File: src/hw/rtl/multi_pattern_byte_matcher_macros.svh
// Assertion macros used by the matcher datapath.
`ifndef MULTI_PATTERN_BYTE_MATCHER_MACROS_SVH
`define MULTI_PATTERN_BYTE_MATCHER_MACROS_SVH
`ifndef SYNTHESIS
`define MPBM_ASSERT_IMP(label, ante, cons) \
    label: assert property (@(posedge aclk) disable iff (!aresetn) (ante) |-> (cons)) \
        else $error("mpbm assertion failed");
`define MPBM_ASSERT_NXT(label, ante, cons) \
    label: assert property (@(posedge aclk) disable iff (!aresetn) (ante) |=> (cons)) \
        else $error("mpbm assertion failed");
`else
`define MPBM_ASSERT_IMP(label, ante, cons)
`define MPBM_ASSERT_NXT(label, ante, cons)
`endif
`endif

File: src/hw/rtl/mpbm_pkg.sv
// Types and constants shared by the matcher controller, datapath and top level.
package mpbm_pkg;

    localparam int MAX_NODES    = 65536;
    localparam int NODE_W       = 16;
    localparam int NODE_CNT_W   = 17;
    localparam int EDGE_SLOTS   = 131072;
    localparam int SLOT_W       = 17;
    localparam int MAX_PATTERNS = 2048;
    localparam int PAT_W        = 12;
    localparam int BYTE_W       = 8;
    localparam int KEY_W        = NODE_W + BYTE_W;
    localparam int EDGE_W       = 1 + KEY_W + NODE_W;
    localparam int LEN_W        = 16;
    localparam int BUDGET_W     = 16;
    localparam int POS_W        = 31;
    localparam int EARLY_W      = 32;
    localparam int CFG_DATA_W   = 16;

    localparam logic [31:0] HASH_FULL = 32'h9E3779B1;

    localparam logic CFG_PATTERN_LIMIT = 1'b0;
    localparam logic CFG_BYTE_BUDGET   = 1'b1;

    typedef enum logic [2:0] {
        STAT_OK       = 3'd0,
        STAT_TOO_MANY = 3'd1,
        STAT_BUDGET   = 3'd2,
        STAT_BAD_NODE = 3'd3,
        STAT_PHASE    = 3'd4
    } status_t;

    typedef enum logic [1:0] {
        ACT_CLEAR  = 2'd0,
        ACT_ADD    = 2'd1,
        ACT_FINISH = 2'd2,
        ACT_SCAN   = 2'd3
    } action_t;

    typedef enum logic [4:0] {
        OP_NONE, OP_LATCH, OP_SWEEP, OP_OUT_ERR, OP_OUT_ZERO, OP_KEY_ADD, OP_HASH,
        OP_EREAD, OP_ECHECK, OP_FREAD_KEY, OP_FLOAD, OP_DREAD_ADD, OP_ADD_FIN,
        OP_B_INIT, OP_KEY_B, OP_TREAD_F, OP_TREAD_C, OP_TSET, OP_ENQ, OP_NEXTB,
        OP_DEQ, OP_DEQW, OP_BUILT_OUT, OP_SCAN_START, OP_STREAD, OP_SCAN_FIN
    } mpbm_op_t;

    typedef enum logic [4:0] {
        S_RST_CLR, S_IDLE, S_DECODE, S_CLR, S_ERR, S_DONE,
        S_PR_HASH, S_PR_READ, S_PR_CHECK, S_AD_FREAD, S_AD_FLOAD,
        S_A_DREAD, S_A_FIN,
        S_B_INIT, S_B_PROBE, S_B_FPREAD, S_B_ADVSTART, S_B_TREADF, S_B_TREADC,
        S_B_TSET, S_B_ENQ, S_B_NEXTB, S_B_DEQ, S_B_DEQW, S_B_BUILT,
        S_SC_START, S_SC_TREAD, S_SC_FIN
    } mpbm_state_t;

    typedef enum logic [1:0] {
        PC_ADD, PC_BENUM, PC_ADV
    } probe_ctx_t;

    typedef enum logic {
        AC_SCAN, AC_BUILD
    } adv_ctx_t;

    typedef struct packed {
        mpbm_op_t op;
        status_t  err;
        logic     adv;
    } mpbm_cmd_t;

    typedef struct packed {
        logic    out_free;
        logic    built;
        logic    insert_root;
        logic    pat_full;
        logic    budget_full;
        logic    node_full;
        logic    st_invalid;
        logic    e_valid;
        logic    e_match;
        logic    key_root;
        logic    parent_root;
        logic    b_last;
        logic    queue_nonempty;
        logic    sweep_done;
        action_t act;
        logic    chunk_start;
    } mpbm_stat_t;

endpackage

File: src/hw/rtl/mpbm_ctrl.sv
// Controller state machine that sequences clear, insert, build and scan requests.
module mpbm_ctrl
    import mpbm_pkg::*;
(
    input  logic       aclk,
    input  logic       aresetn,
    input  logic       s_valid,
    output logic       s_ready,
    input  mpbm_stat_t stat,
    output mpbm_cmd_t  cmd
);

    mpbm_state_t state_reg, state_next;
    probe_ctx_t  probe_ctx_reg, probe_ctx_next;
    adv_ctx_t    adv_ctx_reg, adv_ctx_next;
    status_t     err_reg, err_next;
    logic        hit;

    assign hit = stat.e_valid && stat.e_match;

    always_ff @(posedge aclk) begin
        if (!aresetn) begin
            state_reg     <= S_RST_CLR;
            probe_ctx_reg <= PC_ADD;
            adv_ctx_reg   <= AC_SCAN;
            err_reg       <= STAT_OK;
        end else begin
            state_reg     <= state_next;
            probe_ctx_reg <= probe_ctx_next;
            adv_ctx_reg   <= adv_ctx_next;
            err_reg       <= err_next;
        end
    end

    always_comb begin
        state_next     = state_reg;
        probe_ctx_next = probe_ctx_reg;
        adv_ctx_next   = adv_ctx_reg;
        err_next       = err_reg;
        unique case (state_reg)
            S_RST_CLR: begin
                if (stat.sweep_done) state_next = S_IDLE;
            end
            S_IDLE: begin
                if (s_valid) state_next = S_DECODE;
            end
            S_DECODE: begin
                unique case (stat.act)
                    ACT_CLEAR: state_next = S_CLR;
                    ACT_ADD: begin
                        if (stat.built) begin
                            err_next   = STAT_PHASE;
                            state_next = S_ERR;
                        end else if (stat.insert_root && stat.pat_full) begin
                            err_next   = STAT_TOO_MANY;
                            state_next = S_ERR;
                        end else if (stat.budget_full) begin
                            err_next   = STAT_BUDGET;
                            state_next = S_ERR;
                        end else begin
                            probe_ctx_next = PC_ADD;
                            state_next     = S_PR_HASH;
                        end
                    end
                    ACT_FINISH: begin
                        if (stat.built || !stat.insert_root) begin
                            err_next   = STAT_PHASE;
                            state_next = S_ERR;
                        end else begin
                            state_next = S_B_INIT;
                        end
                    end
                    ACT_SCAN: begin
                        if (!stat.built) begin
                            err_next   = STAT_PHASE;
                            state_next = S_ERR;
                        end else if (stat.chunk_start && stat.st_invalid) begin
                            err_next   = STAT_BAD_NODE;
                            state_next = S_ERR;
                        end else begin
                            state_next = S_SC_START;
                        end
                    end
                    default: state_next = S_IDLE;
                endcase
            end
            S_CLR: begin
                if (stat.sweep_done) state_next = S_DONE;
            end
            S_ERR, S_DONE, S_A_FIN, S_B_BUILT, S_SC_FIN: begin
                if (stat.out_free) state_next = S_IDLE;
            end
            S_PR_HASH: state_next = S_PR_READ;
            S_PR_READ: state_next = S_PR_CHECK;
            S_PR_CHECK: begin
                if (stat.e_valid && !stat.e_match) begin
                    state_next = S_PR_READ;
                end else begin
                    unique case (probe_ctx_reg)
                        PC_ADD: begin
                            if (!hit && stat.node_full) begin
                                err_next   = STAT_BUDGET;
                                state_next = S_ERR;
                            end else begin
                                state_next = S_A_DREAD;
                            end
                        end
                        PC_BENUM: begin
                            if (!hit) state_next = S_B_NEXTB;
                            else if (stat.parent_root) state_next = S_B_ENQ;
                            else state_next = S_B_FPREAD;
                        end
                        PC_ADV: begin
                            if (hit || stat.key_root) begin
                                state_next = (adv_ctx_reg == AC_SCAN) ? S_SC_TREAD
                                                                      : S_B_TREADF;
                            end else begin
                                state_next = S_AD_FREAD;
                            end
                        end
                        default: state_next = S_IDLE;
                    endcase
                end
            end
            S_AD_FREAD: state_next = S_AD_FLOAD;
            S_AD_FLOAD: state_next = S_PR_HASH;
            S_A_DREAD: state_next = S_A_FIN;
            S_B_INIT: state_next = S_B_PROBE;
            S_B_PROBE: begin
                probe_ctx_next = PC_BENUM;
                state_next     = S_PR_HASH;
            end
            S_B_FPREAD: state_next = S_B_ADVSTART;
            S_B_ADVSTART: begin
                probe_ctx_next = PC_ADV;
                adv_ctx_next   = AC_BUILD;
                state_next     = S_PR_HASH;
            end
            S_B_TREADF: state_next = S_B_TREADC;
            S_B_TREADC: state_next = S_B_TSET;
            S_B_TSET: state_next = S_B_ENQ;
            S_B_ENQ: state_next = S_B_NEXTB;
            S_B_NEXTB: state_next = stat.b_last ? S_B_DEQ : S_B_PROBE;
            S_B_DEQ: state_next = stat.queue_nonempty ? S_B_DEQW : S_B_BUILT;
            S_B_DEQW: state_next = S_B_PROBE;
            S_SC_START: begin
                probe_ctx_next = PC_ADV;
                adv_ctx_next   = AC_SCAN;
                state_next     = S_PR_HASH;
            end
            S_SC_TREAD: state_next = S_SC_FIN;
            default: state_next = S_IDLE;
        endcase
    end

    always_comb begin
        s_ready = (state_reg == S_IDLE);
        cmd.op  = OP_NONE;
        cmd.err = err_reg;
        cmd.adv = (probe_ctx_reg == PC_ADV);
        unique case (state_reg)
            S_IDLE:       if (s_valid) cmd.op = OP_LATCH;
            S_RST_CLR,
            S_CLR:        cmd.op = OP_SWEEP;
            S_DECODE:     if (stat.act == ACT_ADD) cmd.op = OP_KEY_ADD;
            S_ERR:        if (stat.out_free) cmd.op = OP_OUT_ERR;
            S_DONE:       if (stat.out_free) cmd.op = OP_OUT_ZERO;
            S_PR_HASH:    cmd.op = OP_HASH;
            S_PR_READ:    cmd.op = OP_EREAD;
            S_PR_CHECK:   cmd.op = OP_ECHECK;
            S_AD_FREAD:   cmd.op = OP_FREAD_KEY;
            S_AD_FLOAD:   cmd.op = OP_FLOAD;
            S_A_DREAD:    cmd.op = OP_DREAD_ADD;
            S_A_FIN:      if (stat.out_free) cmd.op = OP_ADD_FIN;
            S_B_INIT:     cmd.op = OP_B_INIT;
            S_B_PROBE:    cmd.op = OP_KEY_B;
            S_B_FPREAD:   cmd.op = OP_FREAD_KEY;
            S_B_ADVSTART: cmd.op = OP_FLOAD;
            S_B_TREADF:   cmd.op = OP_TREAD_F;
            S_B_TREADC:   cmd.op = OP_TREAD_C;
            S_B_TSET:     cmd.op = OP_TSET;
            S_B_ENQ:      cmd.op = OP_ENQ;
            S_B_NEXTB:    cmd.op = OP_NEXTB;
            S_B_DEQ:      if (stat.queue_nonempty) cmd.op = OP_DEQ;
            S_B_DEQW:     cmd.op = OP_DEQW;
            S_B_BUILT:    if (stat.out_free) cmd.op = OP_BUILT_OUT;
            S_SC_START:   cmd.op = OP_SCAN_START;
            S_SC_TREAD:   cmd.op = OP_STREAD;
            S_SC_FIN:     if (stat.out_free) cmd.op = OP_SCAN_FIN;
            default:      cmd.op = OP_NONE;
        endcase
    end

endmodule

File: config.mk
export PLATFORM = sky130hd
export DESIGN_NAME = mpbm_ctrl
export DESIGN_NICKNAME = d
export VERILOG_FILES = /design/src/hw/rtl/multi_pattern_byte_matcher_macros.svh /design/src/hw/rtl/mpbm_pkg.sv /design/src/hw/rtl/mpbm_ctrl.sv
export SDC_FILE = /design/constraint.sdc
export NUM_CORES = 1
export LEC_CHECK = 0
export ABC_AREA = 1
export BUFFER_PORTS_ARGS = -buffer_cell sky130_fd_sc_hd__buf_2
export CORE_ASPECT_RATIO = 0.6
export CORE_MARGIN = 3
export CORE_UTILIZATION = 59
export DETAILED_ROUTE_END_ITERATION = 7
export PLACE_DENSITY = 0.95
export SYNTH_ARGS = -nofsm -noshare
export SYNTH_HDL_FRONTEND = slang
export SYNTH_SLANG_ARGS = --single-unit
File: constraint.sdc
create_clock -name aclk -period 4.17 [get_ports aclk]
set_input_delay 0.6255 -clock aclk [delete_from_list [all_inputs] [get_ports aclk]]
set_output_delay 0.6255 -clock aclk [all_outputs]
set_load 0.1 [all_outputs]
* After elaboration in Yosys (flattened, before gate mapping)
Index checks and enable logic that the tools add are counted.
Cells by class: equal/unequal tests 47, multiplexer cells 47, reduce and logical (&&, ||, !) cells 26
Operators with widths (number):
- $pmux 5 s25 | 1
- $pmux 5 s20 | 1
- $mux 5 | 14
- $eq 5x5->1 const B | 12
- $eq 5x4->1 const B | 8
- $mux 3 | 11
- $eq 5x3->1 const B | 4
- $mux 4 | 5
- $ne 2x2->1 const B | 10
- $pmux 5 s4 | 1
- $mux 2 | 8
- $pmux 5 s3 | 1
- $eq 5x2->1 const B | 2
- $reduce_or 2->1 | 5
- $pmux 3 s3 | 1
- $reduce_and 8->1 | 1
- $eq 2x2->1 const B | 3
- $pmux 2 s3 | 1
- $pmux 3 s2 | 1
- $eq 5x1->1 const B | 1
- $logic_and 1x1->1 | 5
- $logic_not 5->1 | 1
- $ne 5x5->1 const B | 1
- $reduce_and 5->1 | 1
- 15 further kinds | 21
Word-level totals: register bits after elaboration 11, bits of input ports 20, output and inout bits 10, logic and storage cells 124

* Logic depth before layout (Yosys ltp)
Gate-level depths: netlist of the first run.
depth after elaboration 7, depth in mapped cells 11, mapped depth without buffers 11

* Least setup slack after synthesis of the first run
OpenSTA, ideal clock, no wires.
path type reg2out, start register state_reg[3], end output cmd[4] (netlist bit), data arrival time 2393 ps, data required time 3544 ps, slack 1151 ps, stages on the path, launching flop included 6, path buffers 0, cell sequence dfxtp_1 -> nor2_4 -> inv_2 -> nor2_2 -> a21oi_1 -> nand4_1
RTL lines:
- from (decl) | line mpbm_ctrl.sv:13 | mpbm_state_t state_reg, state_next;
- from (signal assigned) | line mpbm_ctrl.sv:28 | state_reg <= state_next;
- to (decl) | line mpbm_ctrl.sv:10 | output mpbm_cmd_t cmd

==> out/qor.yml, run 1 <==
status:
  outcome: "finished, violations left"
  violations: "design-rule violations"
critical_path:
  cpPeakStageDelay_ns: 0.57
  crit_required_ns: 3.54
  worstSetupStartpoint: "state_reg[3]"
  cp_cell_sequence: "inv_2, nor2_2, nand3_1, o21ai_1, nor3_2, or3b_1, buf_2"
  start_kind: "flop"
  critical_path_depth: 7
  reg2reg_slack_ns: 2.32
  cp_slowest_cell: "dfxtp_1"
  critical_path_class: "reg2out"
  worstRegToRegCells: 11
  cp.buffers_inverters: 2
  crit_fanout: 7
  r2r_start: "state_reg[2]"
  cp-endpoint: "cmd[8]"
  r2r-end: "state_reg[0]"
  arrival_ns: 2.22
  critPathTopFamily: "simple AND/OR/NAND/NOR gates"
  crit_path_end_kind: "output port"
cts:
  cts_root_buf: "clkbuf_8"
  ctsHoldBuffers: 0
  cts_sinks: 11
  cts_buffers: 3
  cts_setup_buffers: 0
  worstSkewPairLatency_ns: 0.23
  h-tree-depth: 1
  post_cts_resized: 0
  cts_tree: "done"
  cts.path.max_buffers: 2
  clkTransAtPathRegs_ns: 0.05
synthesis:
  synth-seq-cells: 11
  yosysWarnings: 0
  ys_seq_area_frac: 0.158
  syn-mean-instance-area_um2: 5.32
  synth.cell_area_um2: 1390
  synth_area_leaders: "dfxtp_1 16%, nand2_1 16%, nor2_1 15%"
  synth_cells: 262
  synth.distinct_cells: 25
  syn-num-nets: 282
  yosysTopAreaCell: "dfxtp_1"
  synth_top_area_share: 0.158
placement:
  port_buffers: 29
  pre_cts_ws_ns: 1.67
  gpl.final_weighted_congestion: 1.16
  placed_cell_area_um2: 1570
  hpwlAfterDp_mm: 3.70
routing:
  avgViaCountPerCell: 5.90
  dr.pass1.iters: 8
  drtIter0Drc: 458
  wire_per_inst_um: 14.4
  drc: 2
  ant_nets: 0
  wl_mm: 4.66
  num_vias: 1906
timing:
  finalWorstSetupSlack_ns: 1.32
  setup_violations: 0
  fin_crit_ns: 2.85
  fin_tns_setup_ns: 0
  rsz0062_at_grt: "false"
  drv_slew: 0
  max-slew-margin-rel: 0.675
  max_clock_freq_ghz: 0.351
  worstMarginPinSlew_ns: 0.490
  skew_ns: 0.00360
  hold_viol: 0
  fin_crit_sh: 0.682
layout:
  syn2layout_area_growth_pct: 16.2
  final_common_cell: "nand2_1"
  layout.nets: 316
  drive_gt1_frac: 0.193
  largest_reg_flops: 5
  stdcell_area_um2: 1620
  final_cell_mix: "58 x nand2_1, 57 x nor2_1, 30 x inv_1"
  antenna_cells: 0
power_and_ir_drop:
  power.total_uw: 939
  ir_drop_mv: 0.463
  p_leak_uw: 0.000883
  powerDensity_nw_per_um2: 581
global_route:
  overflow: 0
  antenna_found_initial: 0
  grt_pass1_wl_mm: 7.28
  grt_pass1_vias: 1569
  grt_max_degree: 10
  globalRouteTotalUtil: 0.319
die:
  fp.dieW_um: 68.7
  start_util: 0.687
  fp-row-count: 12
  die_h_um: 43.6
  pin_count: 30
  coreArea_um2: 2030
  dieArea_um2: 3000
hold_path:
  min_path_type: "reg2reg"
run:
  cap_violations: 0
-- how the worst min path moves through the flow --
stage | from | end | slack, ns | cells past startpoint
4_1_cts | err_reg[2] | err_reg[2] | 0.48 | 2
6_report | err_reg[2] | err_reg[2] | 0.47 | 2
2_1_floorplan | probe_ctx_reg[1] | probe_ctx_reg[1] | 0.48 | 2
3_3_place_gp | err_reg[2] | err_reg[2] | 0.46 | 2
3_5_place_dp | err_reg[2] | err_reg[2] | 0.47 | 2
5_1_grt | err_reg[2] | err_reg[2] | 0.52 | 2
-- per-stage QoR --
| step | hold slack (ns) | util | cells |
|---|---|---|---|
| floorplan | 0.477 | - | 262 |
| global placement | 0.465 | 0.776 | 319 |
| detailed placement | 0.471 | 0.776 | 319 |
| CTS | 0.481 | 0.798 | 323 |
| global route | 0.518 | 0.798 | 323 |
| finish | 0.473 | 0.798 | 323 |
-- metal layers --
| layer | share of wire | up-vias | track usage |
|---|---|---|---|
| met5 | 0 | - | 0 |
| met4 | 0.015 | 0 | 0.0349 |
| met3 | 0.20 | 16 | 0.166 |
| met2 | 0.37 | 170 | 0.416 |
| met1 | 0.42 | 797 | 0.470 |
| li1 | - | 923 | - |
-- synthesized netlist by cell type (all sizes together) --
cell    count
nor2       66
nand3      24
clkinv      1
a31oi       2
o211ai      1
nand4       6
or3b        1
o21ai      22
nand2      62
a211oi      1
nor3        6
dfxtp      11
nor4        4
o21bai      1
inv        37
a21oi      17
-- layout make-up --
cell class / instances / area [um2]
clock buffer: 4 / 45.0
fill: 158 / 409
inverter: 38 / 143
multi-input combinational: 213 / 1030
sequential: 11 / 220
tap: 28 / 35.0
timing repair buffer: 29 / 145
-- tightest hold or removal path: stages, from the launching register on --
cell	delay, ns
dfxtp_1	0.31
nor2_1	0.04
nor2_1	0.08
-- cell families after synthesis --
kind of cell,synth area share
and+or+nand+nor,0.562
AOI/OAI and AO/OA,0.177
DFF,0.158
buffers and inverters,0.102
-- power breakdown --
part,leakage [uW],internal [uW],switching [uW]
clock,0.0000228,66.6,34.4
combinational,0.000771,145,533
sequential,0.0000894,130,30.1
No activity file was read; power rests on OpenSTA's default activity.
==> run 2: changes to the inputs <==
- CORE_UTILIZATION: 59 -> 55
- PLACE_DENSITY: 0.95 -> 0.9
- clock period: 4.17 -> 2.85 ns (I/O delays scaled with it)
==> run 2 against run 1 <==
The run now ends clean. Clock-buffer cell count did not move. Cell count rose by 0.62%. Sequential share of layout area barely moved.
==> out/qor.yml, run 2 (synthesis gave the netlist of run 1 again) <==
placement:
  port_buffers: 29
  hpwlAfterDp_mm: 3.93
  placed_cell_area_um2: 1580
  pre_cts_ws_ns: 0.563
  gpl.final_weighted_congestion: 1.12
timing:
  finalWorstSetupSlack_ns: 0.225
  fin_crit_sh: 0.921
  worstMarginPinSlew_ns: 0.487
  max_clock_freq_ghz: 0.381
  setup_violations: 0
  fin_tns_setup_ns: 0
  hold_viol: 0
  skew_ns: 0.000722
  drv_slew: 0
  max-slew-margin-rel: 0.678
  fin_crit_ns: 2.63
  rsz0062_at_grt: "false"
layout:
  antenna_cells: 0
  utilization: 0.712
  stdcell_area_um2: 1620
  final_common_cell: "nand2_1"
  final_cell_mix: "58 x nand2_1, 57 x nor2_1, 30 x inv_1"
  largest_reg_flops: 5
  syn2layout_area_growth_pct: 16.4
  drive_gt1_frac: 0.193
  layout.nets: 316
cts:
  ctsHoldBuffers: 0
  cts_sinks: 11
  cts_tree: "done"
  clkTransAtPathRegs_ns: 0.05
  cts_buffers: 3
  post_cts_resized: 0
  cts_root_buf: "clkbuf_8"
  cts.path.max_buffers: 2
  cts_setup_buffers: 0
  worstSkewPairLatency_ns: 0.24
  h-tree-depth: 1
global_route:
  globalRouteTotalUtil: 0.315
  grt_pass1_vias: 1573
  overflow: 0
  antenna_found_initial: 0
  grt_max_degree: 10
  grt_pass1_wl_mm: 7.71
die:
  start_util: 0.612
  dieArea_um2: 3190
  fp-row-count: 13
  pin_count: 30
  fp.dieW_um: 71.0
  die_h_um: 45.0
  coreArea_um2: 2280
critical_path:
  reg2reg_slack_ns: 0.92
  arrival_ns: 2.20
  crit_required_ns: 2.42
  start_kind: "flop"
  critical_path_class: "reg2out"
  crit_path_end_kind: "output port"
  crit_fanout: 9
hold_path:
  min_path_type: "in2reg"
routing:
  wl_mm: 4.80
  drtIter0Drc: 268
  ant_nets: 0
  dr.pass1.iters: 6
  wire_per_inst_um: 14.8
  avgViaCountPerCell: 5.80
  num_vias: 1886
  drc: 0
power_and_ir_drop:
  p_leak_uw: 0.000883
  ir_drop_mv: 0.693
  powerDensity_nw_per_um2: 850
status:
  outcome: "finished clean"
run:
  cap_violations: 0
run 2: cell counts in the layout (fill, tap and decap cells not counted):
Identical to the previous run, type by type.
run 2: per-layer routing:
metal / wire, um / up-vias / global-route usage
met4: 31 / 0 / 0.0562
met2: 1840 / 147 / 0.435
li1: - / 930 / -
met5: 0 / - / 0
met1: 2090 / 801 / 0.477
met3: 836 / 8 / 0.100
run 2: worst paths after layout:
check               startpoint      endpoint  cells after the start
hold reg to reg     err_reg[2]    err_reg[2]                      2
setup / recovery  state_reg[4]        cmd[8]                      7
hold / removal         aresetn    err_reg[2]                      3
setup reg to reg  state_reg[4]  state_reg[0]                     11
run 2: worst max-delay path, cell delays in order, from the launching register on:
cell and delay [ns]:
dfxtp_1 0.47, inv_2 0.15, nor2_1 0.30, nand2_1 0.14
nor2_1 0.23, nor3_2 0.08, or3b_1 0.16, buf_2 0.41
run 2: area by class of cell:
| type | count | area, um2 |
|---|---|---|
| Tap cell | 30 | 37.5 |
| Sequential cell | 11 | 220 |
| Clock buffer | 4 | 45.0 |
| Fill cell | 223 | 657 |
| Inverter | 38 | 143 |
| Timing Repair Buffer | 29 | 145 |
| Multi-Input combinational cell | 213 | 1030 |
run 2: report_power, final:
group / total [uW] / switching, uW / internal, uW
Sequential: 233 / 42.8 / 190
Clock: 161 / 62.4 / 98.5
Combinational: 984 / 772 / 212
run 2: through the flow:
stage,hold slack [ns],total power (uW),cells
finish,0.460,1380,325
global route,0.476,1450,325
CTS,0.456,1360,325
detailed placement,0.492,1200,321
global placement,0.465,1200,321
floorplan,0.477,1020,262
